===== config.mk =====
export PLATFORM = sky130hd
export DESIGN_NAME = gtd_queue
export DESIGN_NICKNAME = d
export VERILOG_FILES = /design/src/hw/rtl/gtd_pkg.sv /design/src/hw/rtl/gtd_queue.sv
export SDC_FILE = /design/constraint.sdc
export NUM_CORES = 1
export LEC_CHECK = 0
export BUFFER_PORTS_ARGS = -buffer_cell sky130_fd_sc_hd__buf_2
export CAP_MARGIN = 15
export CORE_MARGIN = 3
export CORE_UTILIZATION = 45
export CTS_CLUSTER_DIAMETER = 100
export CTS_CLUSTER_SIZE = 30
export DETAILED_ROUTE_END_ITERATION = 10
export GPL_ROUTABILITY_DRIVEN = 0
export PLACE_DENSITY = 0.8
export SKIP_CTS_REPAIR_TIMING = 1
export SYNTH_ARGS = -nofsm -noshare
export SYNTH_HDL_FRONTEND = slang
export SYNTH_SLANG_ARGS = --single-unit

===== constraint.sdc =====
create_clock -name clock -period 11.45 [get_ports clock]
set_clock_uncertainty 0.2 [all_clocks]
set_input_delay 1.145 -clock clock [delete_from_list [all_inputs] [get_ports clock]]
set_output_delay 1.145 -clock clock [all_outputs]
set_load 0.1 [all_outputs]

===== src/hw/rtl/gtd_pkg.sv =====
package gtd_pkg;

   // widest recurrence delay supported; narrower delays are sign-extended
   localparam int DELAY_W = 48;
   localparam int ENERGY_W = 48;
   localparam int CSR_INDEX_W = 2;
   localparam int CSR_DATA_W = 32;
   localparam logic [31:0] RATIO_RESET = 32'd65536;

   typedef enum logic [CSR_INDEX_W-1:0] {
      REG_TWO_COS = 2'd0,
      REG_COS     = 2'd1,
      REG_SIN     = 2'd2,
      REG_RATIO   = 2'd3
   } reg_index_type;

   typedef struct packed {
      logic signed [16:0] two_cos;
      logic signed [15:0] cos_q;
      logic signed [15:0] sin_q;
      logic [31:0]        ratio;
   } cfg_type;

   // one finished block as handed from the front to the back
   typedef struct packed {
      logic signed [DELAY_W-1:0] d1;
      logic signed [DELAY_W-1:0] d2;
      logic [ENERGY_W-1:0]       energy;
   } entry_type;

endpackage


===== src/hw/rtl/gtd_queue.sv =====
module gtd_queue (
   input  logic               clock,
   input  logic               reset,
   input  logic               push,
   input  gtd_pkg::entry_type push_entry,
   output logic               q_full,
   output logic               q_valid,
   input  logic               pop,
   output gtd_pkg::entry_type head
);
   import gtd_pkg::*;

   entry_type  entries_ff [2];
   logic       wr_ptr_ff, wr_ptr_in, rd_ptr_ff, rd_ptr_in;
   logic [1:0] count_ff, count_in;

   assign q_full  = (count_ff == 2'd2);
   assign q_valid = (count_ff != 2'd0);
   assign head    = entries_ff[rd_ptr_ff];

   always_comb begin
      wr_ptr_in = wr_ptr_ff ^ push;
      rd_ptr_in = rd_ptr_ff ^ pop;
      count_in  = count_ff + 2'(push) - 2'(pop);
   end

   always_ff @(posedge clock) begin
      if (push) begin
         entries_ff[wr_ptr_ff] <= push_entry;
      end
   end

   always_ff @(posedge clock) begin
      if (reset) begin
         wr_ptr_ff <= 1'b0;
         rd_ptr_ff <= 1'b0;
         count_ff  <= 2'd0;
      end else begin
         wr_ptr_ff <= wr_ptr_in;
         rd_ptr_ff <= rd_ptr_in;
         count_ff  <= count_in;
      end
   end

`ifndef SYNTHESIS
   a_no_push_full: assert property (@(posedge clock) disable iff (reset)
      push |-> (count_ff != 2'd2 || pop))
      else $error("queue push while full");
   a_no_pop_empty: assert property (@(posedge clock) disable iff (reset)
      pop |-> count_ff != 2'd0)
      else $error("queue pop while empty");
   a_count_range: assert property (@(posedge clock) disable iff (reset)
      count_ff != 2'd3)
      else $error("queue count out of range");
   a_count_step: assert property (@(posedge clock) disable iff (reset)
      (push && !pop) |=> count_ff == $past(count_ff) + 2'd1)
      else $error("queue count did not follow push");
`endif

endmodule


==> results.cfg <==
[yosys]
synth_warnings = 0
yosys-top-cells-area = edfxtp_1, mux2_2, mux2_4
yosys.area.top_type = edfxtp_1
syn-mean-instance-area_sq_um = 23.1
syn-instance-count = 467
syn_nets = 619
yosysTopAreaCellShare_pct = 80.2
ys_types = 13
synth_seq_cells = 292
synthesis.area_sq_mm = 0.0108
synth-seq-area-share_pct = 80.9

[clock_network]
cts_tree = done
clk_latency_ns = 0.48
clock-sinks = 292
clock_tree.buffer_depth = 3
root_buffer = clkbuf_16
htree_levels = 1
clkTransAtPathRegs_ns = 0.10
cts_buffers = 13

[power_and_ir_drop]
power_leakage_nw = 4.89
internal-power_mw = 1.60
seqPwrFrac_pct = 52.0
swShare_pct = 34.4
pwr-share-comb_pct = 27.3
pwr_density_cell_mw_per_mm2 = 188
p_clk_share_pct = 20.7
p_sw_uw = 839
vdd_drop_max_mv = 0.152

[timing]
max_clock_freq_mhz = 250
hold_violations = 0
setup_viol = 0
period_needed_ns = 4.00
maxSlewHeadroom_pct = 30.7
final.setup.tns_ns = 0
tightest_slew_ns = 1.04
timing.final.ws_setup_ns = 7.45
rsz0062_at_grt = no
drv_slew = 0
fin_crit_sh_pct = 35.0

[drt]
final_antenna_net_count = 0
topRoutingLayerUsed = met5
wl_met1_um = 7430
dr_wl_met3_um = 1490
dr_total_vias = 5260
routed-wl-met2_um = 9870
drc = 0
drt_pass1_iterations = 4
wire_per_inst_um = 17.9
vias_per_cell = 4.84
dr.first_iter.drc_count = 328
wl_um = 19400

[final_layout]
drive_gt1_share_pct = 60.1
layout.nets = 915
area_delta_synth_final_pct = 20.1
fillCellCount = 1875

[floorplanning]
die-area_sq_mm = 0.0259
die_h_um = 161
die_w_um = 161
ios = 294
start_util_pct = 45.8
num_rows = 56
core_sq_mm = 0.0235

[critical_path]
cp.arrival_ns = 2.66
crit_fanout = 62
cp-start-kind = flop
critPathKind = reg2out
cp-end-kind = output port
crit_required_ns = 10.11

[global_routing]
grt_max_degree = 74
antenna_found_initial = 4
grt_pass1_vias = 5514
grt_pass1_wl_um = 29100
grt_use_total_pct = 14.2
overflow = 0

[placed_design]
pre_cts_ws_ns = 7.68
io_buffers = 293
dp_hpwl_um = 13100

[min_path]
hold_class = reg2reg

[outcome]
status = complete, no violations

[flow_run]
drv_cap = 0
[state kept, by name, summed over array words and instances (netlist names)]
signal      cells
wr_ptr_ff       1
count_ff        2
rd_ptr_ff       1
entries_ff    288
[routing by layer]
metal / track usage (%) / vias up
li1: - / 2438
met1: 17.0 / 2577
met2: 25.0 / 203
met3: 3.84 / 36
met4: 4.38 / 6
met5: 0 / -
[power by group through the flow]
stage,logic (mW),clock network [mW],registers (mW)
after global placement,0.666,0,1.29
after CTS,0.672,0.530,1.27
final,0.666,0.505,1.27
after floorplan,0.569,0,1.29
after global routing,0.687,0.565,1.27
after detailed placement,0.671,0,1.29
[Yosys cell counts, drive strengths merged]
| master | count |
|---|---|
| mux2 | 144 |
| inv | 3 |
| xnor2 | 1 |
| xnor3 | 1 |
| dfxtp | 4 |
| nor2b | 2 |
| nor2 | 3 |
| ha | 4 |
| edfxtp | 288 |
| or2 | 1 |
| buf | 16 |
[final timing paths]
| path | cells past startpoint | start | endpoint | slack (ns) |
|---|---|---|---|---|
| setup reg to reg | 3 | wr_ptr_ff$_SDFF_PP0_ | entries_ff[0][105]$_DFFE_PP_ | 8.67 |
| hold reg to reg | 3 | wr_ptr_ff$_SDFF_PP0_ | wr_ptr_ff$_SDFF_PP0_ | 0.43 |
| hold / removal | 3 | wr_ptr_ff$_SDFF_PP0_ | wr_ptr_ff$_SDFF_PP0_ | 0.43 |
| setup / recovery | 3 | rd_ptr_ff$_SDFF_PP0_ | head[37] | 7.45 |
[stage by stage]
| stage | total power, mW | utilization, % | area (sq um) | cells | hold slack (ns) |
|---|---|---|---|---|---|
| 5_1_grt | 2.52 | 55.0 | 12900 | 1087 | 0.450 |
| 4_1_cts | 2.47 | 55.0 | 12900 | 1086 | 0.430 |
| 2_1_floorplan | 1.86 | - | 10800 | 467 | 0.319 |
| 6_report | 2.44 | 55.0 | 12900 | 1087 | 0.427 |
| 3_3_place_gp | 1.95 | 53.5 | 12600 | 1067 | 0.395 |
| 3_5_place_dp | 1.96 | 53.5 | 12600 | 1067 | 0.406 |
[cell type report]
type	count	area, sq um	share of cell area [%]
antenna	1	2.50	0.0193
inverter	3	11.3	0.0870
multi-input combinational	156	1950	15.0
tap	319	399	3.08
clock buffer	17	350	2.71
clock inverter	2	10.0	0.0773
timing repair buffer	297	1500	11.6
sequential	292	8730	67.4
[cell usage in the layout (no fill, tap or decap)]
cell,n
or2_2,1
xnor2_1,1
clkbuf_1,3
mux2_2,94
nor2b_1,2
clkbuf_16,13
buf_2,293
ha_4,2
dfxtp_4,1
ha_1,2
clkbuf_8,1
inv_1,3
nor2_1,3
buf_4,4
edfxtp_1,288
mux2_4,50
xnor3_1,1
diode_2,1
clkinv_2,2
dfxtp_1,3
[worst max-delay path: stages, from the launching register on]
cell and delay, ns:
dfxtp_4 0.60, buf_4 0.75, mux2_2 0.30, buf_2 0.43
[cells by family after synthesis]
logic type                 synth area share [%]
and+or+nand+nor                           0.278
muxes                                      16.8
adders and majority gates                 0.464
buffers and inverters                      1.25
DFF                                        80.9
xor gates and xnor gates                  0.290
Note: power is estimated with default switching activity, not from simulation.
