**src/hw/rtl/gtd_pkg.sv**
```systemverilog
package gtd_pkg;

   // widest recurrence delay supported; narrower delays are sign-extended
   localparam int DELAY_W = 48;
   localparam int ENERGY_W = 48;
   localparam int CSR_INDEX_W = 2;
   localparam int CSR_DATA_W = 32;
   localparam logic [31:0] RATIO_RESET = 32'd65536;

   typedef enum logic [CSR_INDEX_W-1:0] {
      REG_TWO_COS = 2'd0,
      REG_COS     = 2'd1,
      REG_SIN     = 2'd2,
      REG_RATIO   = 2'd3
   } reg_index_type;

   typedef struct packed {
      logic signed [16:0] two_cos;
      logic signed [15:0] cos_q;
      logic signed [15:0] sin_q;
      logic [31:0]        ratio;
   } cfg_type;

   // one finished block as handed from the front to the back
   typedef struct packed {
      logic signed [DELAY_W-1:0] d1;
      logic signed [DELAY_W-1:0] d2;
      logic [ENERGY_W-1:0]       energy;
   } entry_type;

endpackage

```
**src/hw/rtl/gtd_front.sv**
```systemverilog
module gtd_front #(
   parameter int ACC_BITS  = 40,
   parameter int MAX_BLOCK = 4096
) (
   input  logic               clock,
   input  logic               reset,
   input  gtd_pkg::cfg_type   cfg,
   input  logic               req_valid,
   output logic               req_ready,
   input  logic signed [15:0] req_sample,
   input  logic               req_last,
   input  logic               q_full,
   output logic               push,
   output gtd_pkg::entry_type push_entry
);
   import gtd_pkg::*;

   localparam int ProdW = ACC_BITS + 17;
   localparam int SumW  = ACC_BITS + 5;
   localparam int CntW  = (MAX_BLOCK > 2) ? $clog2(MAX_BLOCK) : 1;
   localparam logic signed [SumW-1:0] SatHi = $signed({6'b0, {(ACC_BITS-1){1'b1}}});
   localparam logic signed [SumW-1:0] SatLo = $signed({6'b111111, {(ACC_BITS-1){1'b0}}});

   logic signed [ACC_BITS-1:0] d1_ff, d1_in, d2_ff, d2_in, d1_sat;
   logic [ENERGY_W-1:0]        energy_ff, energy_in, energy_sum;
   logic [CntW-1:0]            cnt_ff, cnt_in;
   logic signed [ProdW-1:0]    prod, prod_rnd;
   logic signed [SumW-1:0]     s0;
   logic signed [31:0]         sq;
   logic [ENERGY_W:0]          esum;
   logic                       accept, close;

   assign req_ready = !q_full;
   assign accept    = req_valid && req_ready;
   assign close     = req_last || (cnt_ff == CntW'(MAX_BLOCK - 1));
   assign push      = accept && close;

   always_comb begin
      prod     = ProdW'(cfg.two_cos) * ProdW'(d1_ff);
      prod_rnd = prod + ProdW'(14'sd4096 * 2);
      s0 = SumW'(req_sample) + SumW'(prod_rnd >>> 14) - SumW'(d2_ff);
      if (s0 > SatHi) begin
         d1_sat = ACC_BITS'(SatHi);
      end else if (s0 < SatLo) begin
         d1_sat = ACC_BITS'(SatLo);
      end else begin
         d1_sat = ACC_BITS'(s0);
      end

      sq   = 32'(req_sample) * 32'(req_sample);
      esum = (ENERGY_W+1)'(energy_ff) + (ENERGY_W+1)'($unsigned(sq));
      energy_sum = esum[ENERGY_W] ? '1 : esum[ENERGY_W-1:0];

      push_entry.d1     = DELAY_W'(d1_sat);
      push_entry.d2     = DELAY_W'(d1_ff);
      push_entry.energy = energy_sum;

      d1_in     = d1_ff;
      d2_in     = d2_ff;
      energy_in = energy_ff;
      cnt_in    = cnt_ff;
      if (accept) begin
         if (close) begin
            d1_in     = '0;
            d2_in     = '0;
            energy_in = '0;
            cnt_in    = '0;
         end else begin
            d1_in     = d1_sat;
            d2_in     = d1_ff;
            energy_in = energy_sum;
            cnt_in    = cnt_ff + 1'b1;
         end
      end
   end

   always_ff @(posedge clock) begin
      if (reset) begin
         d1_ff     <= '0;
         d2_ff     <= '0;
         energy_ff <= '0;
         cnt_ff    <= '0;
      end else begin
         d1_ff     <= d1_in;
         d2_ff     <= d2_in;
         energy_ff <= energy_in;
         cnt_ff    <= cnt_in;
      end
   end

endmodule

```
**config.mk**
```make
export PLATFORM = sky130hd
export DESIGN_NAME = gtd_front
export DESIGN_NICKNAME = d
export VERILOG_FILES = /design/src/hw/rtl/gtd_pkg.sv /design/src/hw/rtl/gtd_front.sv
export SDC_FILE = /design/constraint.sdc
export NUM_CORES = 2
export LEC_CHECK = 0
export ABC_AREA = 1
export BUFFER_PORTS_ARGS = -buffer_cell sky130_fd_sc_hd__buf_4
export CAP_MARGIN = 20
export CELL_PAD_IN_SITES_DETAIL_PLACEMENT = 0
export CELL_PAD_IN_SITES_GLOBAL_PLACEMENT = 1
export CORE_ASPECT_RATIO = 0.8
export CORE_MARGIN = 1
export CORE_UTILIZATION = 40
export DETAILED_ROUTE_END_ITERATION = 7
export PLACE_DENSITY_LB_ADDON = 0.1
export RECOVER_POWER = 100
export SYNTH_ARGS = -nofsm -noshare
export SYNTH_HDL_FRONTEND = slang
export SYNTH_SLANG_ARGS = --single-unit
```
**constraint.sdc**
```tcl
create_clock -name clock -period 13.1 [get_ports clock]
set_input_delay 0.655 -clock clock [delete_from_list [all_inputs] [get_ports clock]]
set_output_delay 0.655 -clock clock [all_outputs]
set_load 0.05 [all_outputs]
```
==> results_dict.tcl <==
set metrics [dict create \
    antenna_found_initial 1 \
    hp-class "primary input to flip-flop" \
    syn-num-nets 7421 \
    reg2reg_slack_ns 1.96 \
    ctsHoldBuffers 0 \
    yosys_register_bits 140 \
    fin_skew_ns 0.0201 \
    synthesis.instances 6104 \
    boundaryPins 248 \
    layout-drive-gt1-share_pct 4.13 \
    vias 37000 \
    reg2reg_depth 40 \
    start_util_pct 40.6 \
    finalMaxSlewViolations 285 \
    synth.top_cells.by_count "1655 x inv_1, 1585 x nand2_1, 923 x fa_1" \
    crit_family "adder cells" \
    synth_cell_types 53 \
    crit_fanout 22 \
    ant_nets 0 \
    fin_crit_ns 12.21 \
    clock_path_buffers 2 \
    synth_area_leaders "fa_1 41%, inv_1 14%, nand2_1 13%, ha_1 8.1%, dfxtp_1 6.2%" \
    hold_depth 4 \
    hold_violations 0 \
    grtUsageTotal_pct 25.8 \
    cts_resized 0 \
    portBuffers 183 \
    rsz0062_at_grt "no" \
    fillers 11900 \
    overflow 0 \
    async_flop_share_pct 0 \
    tns_ns 0 \
    cts_root_buf "clkbuf_16" \
    drc 0 \
    cp_data_arrival_time_ns 11.56 \
    critPathCaptureType "output pin" \
    wl_per_cell_um 18.8 \
    area_delta_synth_final_pct 6.18 \
    worst-setup-path-type "flip-flop to output pin" \
    gp_congestion 0.926 \
    startpoint "d1_ff[29]" \
    dr_wl_met3_mm 8.74 \
    coreArea_um2 111000 \
    cts_setup_buffers 0 \
    grt_max_degree 79 \
    synth_top_area_share_pct 40.9 \
    met1_length_mm 74.2 \
    dieArea_um2 114000 \
    max_cap_viol_count 7 \
    violations "max-capacitance violations, max-slew violations" \
    cts.sinks 140 \
    setup_viol 0 \
    critPathLaunchType "flip-flop" \
    top_layer "met4" \
    period_share_pct 93.2 \
    slew-limit-headroom_pct -88.4 \
    max_stage_delay_ns 1.24 \
    wl_mm 143 \
    status "complete, but fails checks" \
    min_to "cnt_ff[0]" \
    viasPerCell 4.85 \
    multi_input_area_um2 35100 \
    tritoncts "built" \
    crit_required_ns 12.44 \
    critPathBufInv 9 \
    yosysMostFrequentCell "inv_1" \
    ff_latch_area_um2 2800 \
    grt_pass1_wl_mm 225 \
    holdCritStartpoint "reset" \
    ys.flop_type "dfxtp_1" \
    cp_slowest_cell "clkbuf_1" \
    timing.fmax_mhz 81.9 \
    yosysTopAreaCell "fa_1" \
    synth-edff-count 0 \
    first_pass_iters 6 \
    syn-cell-area_um2 45200 \
    clk_pin_slew_ns 0.07 \
    reg2reg_to "d1_ff[23]" \
    r2r_start "d1_ff[29]" \
    htree_levels 4 \
    met2_wirelength_mm 58.3 \
    die_h_um 303 \
    nets 7437 \
    yosysWarnings 0 \
    die-width_um 378 \
    grt_pass1_vias 37200 \
    worst_pin_slew_ns 2.83 \
    yosysSeqAreaShare_pct 6.20 \
    cts_buffers 17 \
    dp_hpwl_mm 117 \
    clock_latency_ns 0.49 \
    drt_iter0_drc 2459 \
    postSynthAreaPerCell_um2 7.41 \
    rows 109 \
]
[cells in the final DEF (no fill, tap or decap), types with 3 or more instances in the layout]
cell and count:
nor2_1 281, a21oi_2 4, xnor2_1 73, and3_1 3, clkbuf_16 17, nand4_1 20, a21oi_1 322, inv_6 6
clkbuf_1 130, o21a_1 13, xor2_1 80, and2_1 5, nor4_1 11, o21bai_1 22, nor3_1 30, a21o_1 20
nand2_2 22, o21ai_1 4, inv_1 1654, fa_1 923, nand2_4 10, nand3_1 114, inv_2 9, ha_1 292
o21ai_0 96, nand3b_1 5, o211ai_1 8, a21boi_0 6, nand2_1 1586, dfxtp_1 140, or2_2 35, a31oi_1 30
nor2_2 14, buf_4 115
[registers in the layout (all words and copies together) (netlist names)]
| register | cells |
|---|---|
| d2_ff | 40 |
| cnt_ff | 12 |
| d1_ff | 40 |
| energy_ff | 48 |
[worst reg2reg max path: cells and delay by family, from the launching register on]
kind	cells	cell delay, ns
AND/OR/NAND/NOR	17	2.79
flip-flops	1	0.31
AO/OA/AOI/OAI	4	1.18
adder cells (fa/ha/maj)	9	4.39
buffers and inverters	9	2.08
XOR/XNOR	1	0.32
[per-layer routing]
metal	up-vias	track usage, %
met4	0	3.75
met1	18300	42.0
li1	17600	-
met5	-	0
met3	94	3.23
met2	999	36.6
[worst max path at each step]
stage	endpoint	slack, ns	depth (start not counted)
finish	push_entry[109]	0.89	38
detailed placement	push_entry[116]	1.73	41
floorplan	push_entry[115]	3.88	40
global route	push_entry[109]	0.47	38
CTS	push_entry[116]	1.33	37
global placement	push_entry[116]	1.74	37
[cell families (layout without fill, tap and decap cells)]
group | Yosys count | in the layout | synth area share [%]
flops | 140 | 140 | 6.20
buf+inv | 1913 | 1942 | 16.1
fa+ha+maj | 1215 | 1215 | 49.0
xor+xnor | 153 | 153 | 2.96
simple gates | 2143 | 2143 | 19.1
other cells | 0 | 1 | 0
compound gates | 540 | 540 | 6.65
[cell type report]
class                   count  share of cell area, %
repair buffers            247                   2.87
diodes                      1                0.00521
flip-flops and latches    140                   5.84
multi-input cells        4051                   73.1
clock buffers              17                  0.886
clock inverters            15                  0.370
inverters                1663                   13.0
well taps                1498                   3.90
[per-stage QoR]
| stage | hold WS [ns] | setup slack, ns | area (um^2) | instances | util, % |
|---|---|---|---|---|---|
| after floorplan | 0.445 | 3.88 | 45200 | 6104 | - |
| after global placement | 0.452 | 1.74 | 47900 | 7599 | 43.1 |
| after detailed placement | 0.459 | 1.73 | 47900 | 7599 | 43.1 |
| after CTS | 0.408 | 1.33 | 48500 | 7631 | 43.6 |
| after global routing | 0.433 | 0.466 | 48000 | 7631 | 43.1 |
| final | 0.439 | 0.887 | 48000 | 7632 | 43.1 |
Power is left out: the tool's default activity adds up to more than one toggle a clock period on the data nets, which glitch-free logic cannot reach.
